`config.mk`:
```
export PLATFORM = sky130hd
export DESIGN_NAME = ifrq_src_map
export DESIGN_NICKNAME = d
export VERILOG_FILES = /design/src/rtl/ifrq_pkg.sv /design/src/rtl/ifrq_src_map.sv
export SDC_FILE = /design/constraint.sdc
export NUM_CORES = 1
export LEC_CHECK = 0
export BUFFER_PORTS_ARGS = -buffer_cell sky130_fd_sc_hd__buf_2
export CAP_MARGIN = 20
export CORE_MARGIN = 2
export CORE_UTILIZATION = 34
export DETAILED_ROUTE_END_ITERATION = 8
export GPL_TIMING_DRIVEN = 0
export PLACE_DENSITY = 0.59
export SLEW_MARGIN = 10
export SYNTH_ARGS = -nofsm -noshare
export SYNTH_HDL_FRONTEND = slang
export SYNTH_SLANG_ARGS = --single-unit
```
`constraint.sdc`:
```
create_clock -name vclk -period 9.3
set_clock_uncertainty 0.05 [all_clocks]
set_input_delay 1.86 -clock vclk [all_inputs]
set_output_delay 1.86 -clock vclk [all_outputs]
set_load 0.02 [all_outputs]
```
`src/rtl/ifrq_pkg.sv`:
```
package ifrq_pkg;

    localparam int VAL_W = 32;
    localparam int DIM_W = 7;
    localparam int POS_W = 6;

    localparam logic [1:0] OP_WRITE = 2'd0;
    localparam logic [1:0] OP_XFORM = 2'd1;
    localparam logic [1:0] OP_READ  = 2'd2;

    localparam logic [2:0] XF_VFLIP = 3'd0;
    localparam logic [2:0] XF_HFLIP = 3'd1;
    localparam logic [2:0] XF_RCW   = 3'd2;
    localparam logic [2:0] XF_RCCW  = 3'd3;
    localparam logic [2:0] XF_QCW   = 3'd4;
    localparam logic [2:0] XF_QCCW  = 3'd5;

    localparam logic [1:0] CFG_ROWS = 2'd0;
    localparam logic [1:0] CFG_COLS = 2'd1;

    typedef struct packed {
        logic [1:0]       op;
        logic [2:0]       transform;
        logic [POS_W-1:0] row;
        logic [POS_W-1:0] col;
        logic [VAL_W-1:0] value;
    } t_in_word;

    typedef struct packed {
        logic [VAL_W-1:0] read_value;
        logic [DIM_W-1:0] cur_rows;
        logic [DIM_W-1:0] cur_cols;
    } t_out_word;

    typedef struct packed {
        logic [2:0]       xf;
        logic [DIM_W-1:0] rows;
        logic [DIM_W-1:0] cols;
    } t_map_ctrl;

    typedef enum logic [2:0] {
        S_IDLE,
        S_READ,
        S_XFORM,
        S_DRAIN,
        S_DONE
    } t_state;

endpackage

```
`src/rtl/ifrq_src_map.sv`:
```
module ifrq_src_map import ifrq_pkg::*; #(
    parameter int AW = 6
) (
    input  t_map_ctrl         i_ctrl,
    input  logic [AW-1:0]     i_i,
    input  logic [AW-1:0]     i_j,
    output logic [AW-1:0]     o_si,
    output logic [AW-1:0]     o_sj,
    output logic [DIM_W-1:0]  o_new_rows,
    output logic [DIM_W-1:0]  o_new_cols
);

    localparam int CW = AW + 8;

    logic [CW-1:0] n, m, h, w, ii, jj, nn, nm, si, sj;
    logic          rot;

    always_comb begin
        n   = CW'(i_ctrl.rows);
        m   = CW'(i_ctrl.cols);
        h   = n >> 1;
        w   = m >> 1;
        ii  = CW'(i_i);
        jj  = CW'(i_j);
        rot = (i_ctrl.xf == XF_RCW) || (i_ctrl.xf == XF_RCCW);
        nn  = rot ? m : n;
        nm  = rot ? n : m;
        si  = ii;
        sj  = jj;
        unique case (i_ctrl.xf)
            XF_VFLIP: begin
                si = n - CW'(1) - ii;
            end
            XF_HFLIP: begin
                sj = m - CW'(1) - jj;
            end
            XF_RCW: begin
                si = n - CW'(1) - jj;
                sj = ii;
            end
            XF_RCCW: begin
                si = jj;
                sj = m - CW'(1) - ii;
            end
            XF_QCW: begin
                priority if (ii < h && jj < w) begin
                    si = ii + h;
                end else if (jj < w) begin
                    sj = jj + w;
                end else if (ii >= h) begin
                    si = ii - h;
                end else begin
                    sj = jj - w;
                end
            end
            default: begin
                priority if (ii < h && jj < w) begin
                    sj = jj + w;
                end else if (ii < h) begin
                    si = ii + h;
                end else if (jj >= w) begin
                    sj = jj - w;
                end else begin
                    si = ii - h;
                end
            end
        endcase
        // Positions outside the new shape copy their own old element.
        if (!(ii < nn && jj < nm)) begin
            si = ii;
            sj = jj;
        end
    end

    assign o_si       = si[AW-1:0];
    assign o_sj       = sj[AW-1:0];
    assign o_new_rows = nn[DIM_W-1:0];
    assign o_new_cols = nm[DIM_W-1:0];

endmodule

```
[Word level (Yosys, flattened, before mapping)]
Cells that the tools add are included.
Storage, ports and cells
  flip-flop bits (word level): 0
  output and inout bits: 26
  logic and storage cells: 42
Operators by class
  reduce and logical (&&, ||, !) cells: 4
  multiplexer cells: 18
  magnitude comparators: 6
  eq/ne operators: 4
  $add $sub $neg: 10
Operators with widths (count)
  two-way mux 6 bit: 14
  case mux 6 bit (5 select lines): 2
  subtractor 6 bit: 6
  < comparator 6 x 7 -> 1 bit: 2
  two-way mux 7 bit: 2
  adder 6 bit: 2
  >= comparator 6 bit: 2
  < comparator 6 bit: 2
  subtractor 6 x 1 -> 6 bit, second input constant: 2
  equality test 3 x 2 -> 1 bit, second input constant: 2
  equality test 3 x 1 -> 1 bit, second input constant: 1
  equality test 3 bit, second input constant: 1
  logical NOT 3 bit: 1
  logical AND 1 bit: 2
  logical OR 1 bit: 1

[Logic depth before layout (Yosys ltp)]
  word-level depth: 6
  gate-level depth with buffers: 17
  mapped depth without buffers: 13

[Worst setup path after synthesis]
No wires, ideal clock.
  path type: in2out
  start: input i_ctrl[16] in the netlist's numbering
  end: output o_si[3]
  required time: 7.390 ns
  data arrival time: 4.843 ns
  path slack: 2.547 ns
  cell stages on the path: 14
  path through: buf_4 -> nor2b_1 -> buf_4 -> clkbuf_1 -> a21o_1 -> inv_1 -> ha_1 -> o21a_1 -> o21ai_0 -> a211oi_1 -> o31ai_1 -> o211ai_1 -> buf_2 -> o32ai_1
Between the ends
  word-level cells in the longest chain between the ends: 6
Ends and longest elaborated chain
  start: declaration: line ifrq_src_map.sv:4  | input t_map_ctrl i_ctrl,
  equality test 3 x 2 -> 1 bit: line ifrq_src_map.sv:25  | rot = (i_ctrl.xf == XF_RCW) || (i_ctrl.xf == XF_RCCW);
  logical OR 1 bit *: line ifrq_src_map.sv:25
  two-way mux 7 bit *: line ifrq_src_map.sv:26  | nn = rot ? m : n;
  named net o_new_rows[2]: line ifrq_src_map.sv:9  | output logic [DIM_W-1:0] o_new_rows,
  < comparator 6 x 7 -> 1 bit *: line ifrq_src_map.sv:69  | if (!(ii < nn && jj < nm)) begin
  logical AND 1 bit *: line ifrq_src_map.sv:69
  two-way mux 6 bit *: line ifrq_src_map.sv:69
  end: declaration: line ifrq_src_map.sv:7  | output logic [AW-1:0] o_si,
Mark *: on every way through the listed nets, which the timed path passes. The rest lies on a longest branch.

[Worst setup path after layout]
  start: input i_ctrl[16] in the netlist's numbering
  end: output o_si[3]
Between the ends
  word-level cells in the longest chain between the ends: 6
Ends and longest elaborated chain (line)
  equality test 3 x 2 -> 1 bit: ifrq_src_map.sv:25, ifrq_src_map.sv:30
  logical OR 1 bit: ifrq_src_map.sv:25
  two-way mux 7 bit, on equally long branches: ifrq_src_map.sv:26, ifrq_src_map.sv:27
  < comparator 6 x 7 -> 1 bit: ifrq_src_map.sv:69
  logical AND 1 bit: ifrq_src_map.sv:69
  two-way mux 6 bit *: ifrq_src_map.sv:69
Every way passes the cells marked *; elsewhere a longest branch is shown, timed or not.

==> reports/metrics.cfg <==
[status]
status=completed

[critical_path]
path_buf_inv=6
crit_slowest_cell=a221oi_1
cp-start-kind=input port
cp-end-kind=output pin
worstPathArrival_ns=5.52
cp_cell_sequence=buf_4 -> nor2b_1 -> buf_4 -> clkbuf_1 -> nor2_1 -> a21o_1 -> inv_1 -> ha_1 -> o21ai_0 -> a21oi_1 -> a221oi_1 -> o211ai_1 -> buf_2 -> o32ai_1 -> buf_2
worstPathRequired_ns=7.39
cp_top_family=compound AO/OA/AOI/OAI gates
max_stage_delay_ns=0.57
critPathMaxFanout=10
worstSetupPathType=in -> out

[clocking]
cts_setup_buffers=0
hold_buffers=0
cts_resized=0

[floorplan]
core_sq_um=10200
die-area_sq_um=11200
chipHeight_um=106
die_w_um=106
start_util_pct=34.6
io_pins=55
rows=37

[timing]
period_minus_slack_ns=7.43
post-route-period-util_pct=79.9
fmax_mhz=135
setup_viol=0
rsz0062_at_grt=no
fin_hold_ws_ns=4.06
worstMarginPinSlew_ns=0.902
drv_slew=0
max-slew-margin-rel_pct=39.4
tns_ns=0
final_hold_viol_count=0

[grt]
grt_util_met1_pct=31.6
grt_first_pass_wirelength_um=21100
grtUsageMet3_pct=1.36
grt_pass1_vias=3977
grt_overflow_total=0
grt_max_degree=14
antenna_found_initial=0
grt_usage_pct=23.7
grt.met2_usage_pct=41.0
top_usage_layer=met2

[synthesis]
netlist_instances=513
synth_nets=604
synth-xor-area-share_pct=7.45
ys_top_cells_by_count=nor2_1, ha_1, inv_1
synthMuxAreaShare_pct=4.47
synth_most_common_cell=nor2_1
yosys_warnings=0
synth-adder-area-share_pct=23.7
yosysTopAreaCell=ha_1
synth_compound_area_share_pct=34.5
avgSynthCellArea_sq_um=6.88
netlist_area_sq_um=3530
yosys.area_share.simple_pct=20.7
ys_types=63
ys_seq_area_share_pct=0
synth_top_family_by_area=compound AO/OA/AOI/OAI gates
synth_top_area_share_pct=19.1
synth_area_leaders=ha_1, nor2_1, inv_1

[finish]
final_cells=702
diodes=0
drive_above_1_share_pct=13.4
n_sequential_cell=0
nClkBuffers=0
area_growth_pct=12.3
nets=659
register_area_sq_um=0

[detailed_routing]
postRouteAntennaNets=0
firstDrtPassIters=5
drcViolationCount=0
via_per_inst=6.00
num_vias=4211
wl_per_cell_um=19.5
drt_iter0_drc=345
totalWireLength_um=13700

[placed_design]
dp_cells=702
gp_congestion=0.962
dp_hpwl_um=11100
numPortBuffers=53

[hold_path]
min_path_type=in -> out

[job]
cap_violations=0

[pwr]
leakagePower_uw=0.00185
peakVddDrop_mv=0.0242
p_per_area_nw_per_um2=88.7
total_power_uw=352

[cell usage in the layout, fill, tap and decap left out, types with 4 or more instances in the layout]
cell / count
a211oi_1: 11
a21o_1: 16
a21oi_1: 36
a221oi_1: 5
a2bb2oi_1: 4
a311oi_1: 4
a31oi_1: 7
buf_2: 62
clkbuf_1: 9
fa_1: 8
ha_1: 54
inv_1: 51
mux2i_1: 9
nand2_1: 37
nand2b_1: 13
nand3_1: 7
nand3b_1: 4
nor2_1: 56
nor2b_1: 7
nor3_1: 13
o211ai_1: 7
o21a_1: 9
o21ai_0: 33
o22ai_1: 6
xnor2_1: 21
xor2_1: 9
[worst min-delay path, delay by kind of cell]
kind | cells | cell delay [ns]
AO/OA/AOI/OAI | 1 | 0.09
buffers and inverters | 3 | 0.30
[kinds of logic after synthesis]
family / count (synthesis)
multiplexers: 13
adder cells (fa/ha/maj): 62
XOR/XNOR: 30
AO/OA/AOI/OAI: 178
buffers and inverters: 77
AND/OR/NAND/NOR: 153
[metrics by stage]
| step | worst slack, ns | area (sq um) | util, % |
|---|---|---|---|
| after floorplan | 2.55 | 3530 | - |
| after global placement | 1.94 | 3960 | 38.9 |
| after detailed placement | 1.95 | 3960 | 38.9 |
| after CTS | 1.93 | 3960 | 38.9 |
| after global routing | 1.66 | 3960 | 38.9 |
| final | 1.87 | 3960 | 38.9 |
[per-layer routing]
metal  share of wire (%)  wire length, um
met1                  42             5790
met2                  48             6540
met3                 6.6              904
met4                 3.4              465
met5                   0                0
[power breakdown]
part	switching [uW]	internal (uW)
clock	0	0
combinational	219	133
sequential	0	0
[final timing paths]
check       start       endpoint  slack (ns)  depth (start not counted)
max    i_ctrl[16]        o_si[3]        1.87                         15
min    i_ctrl[13]  o_new_cols[6]        4.06                          4
[area by class of cell]
type	count	area, sq um
multi-input combinational	436	3200
fill	1140	6220
buffer	26	133
tap	136	170
timing repair buffer	53	265
inverter	51	191
Note: power is estimated with default switching activity, not from simulation.
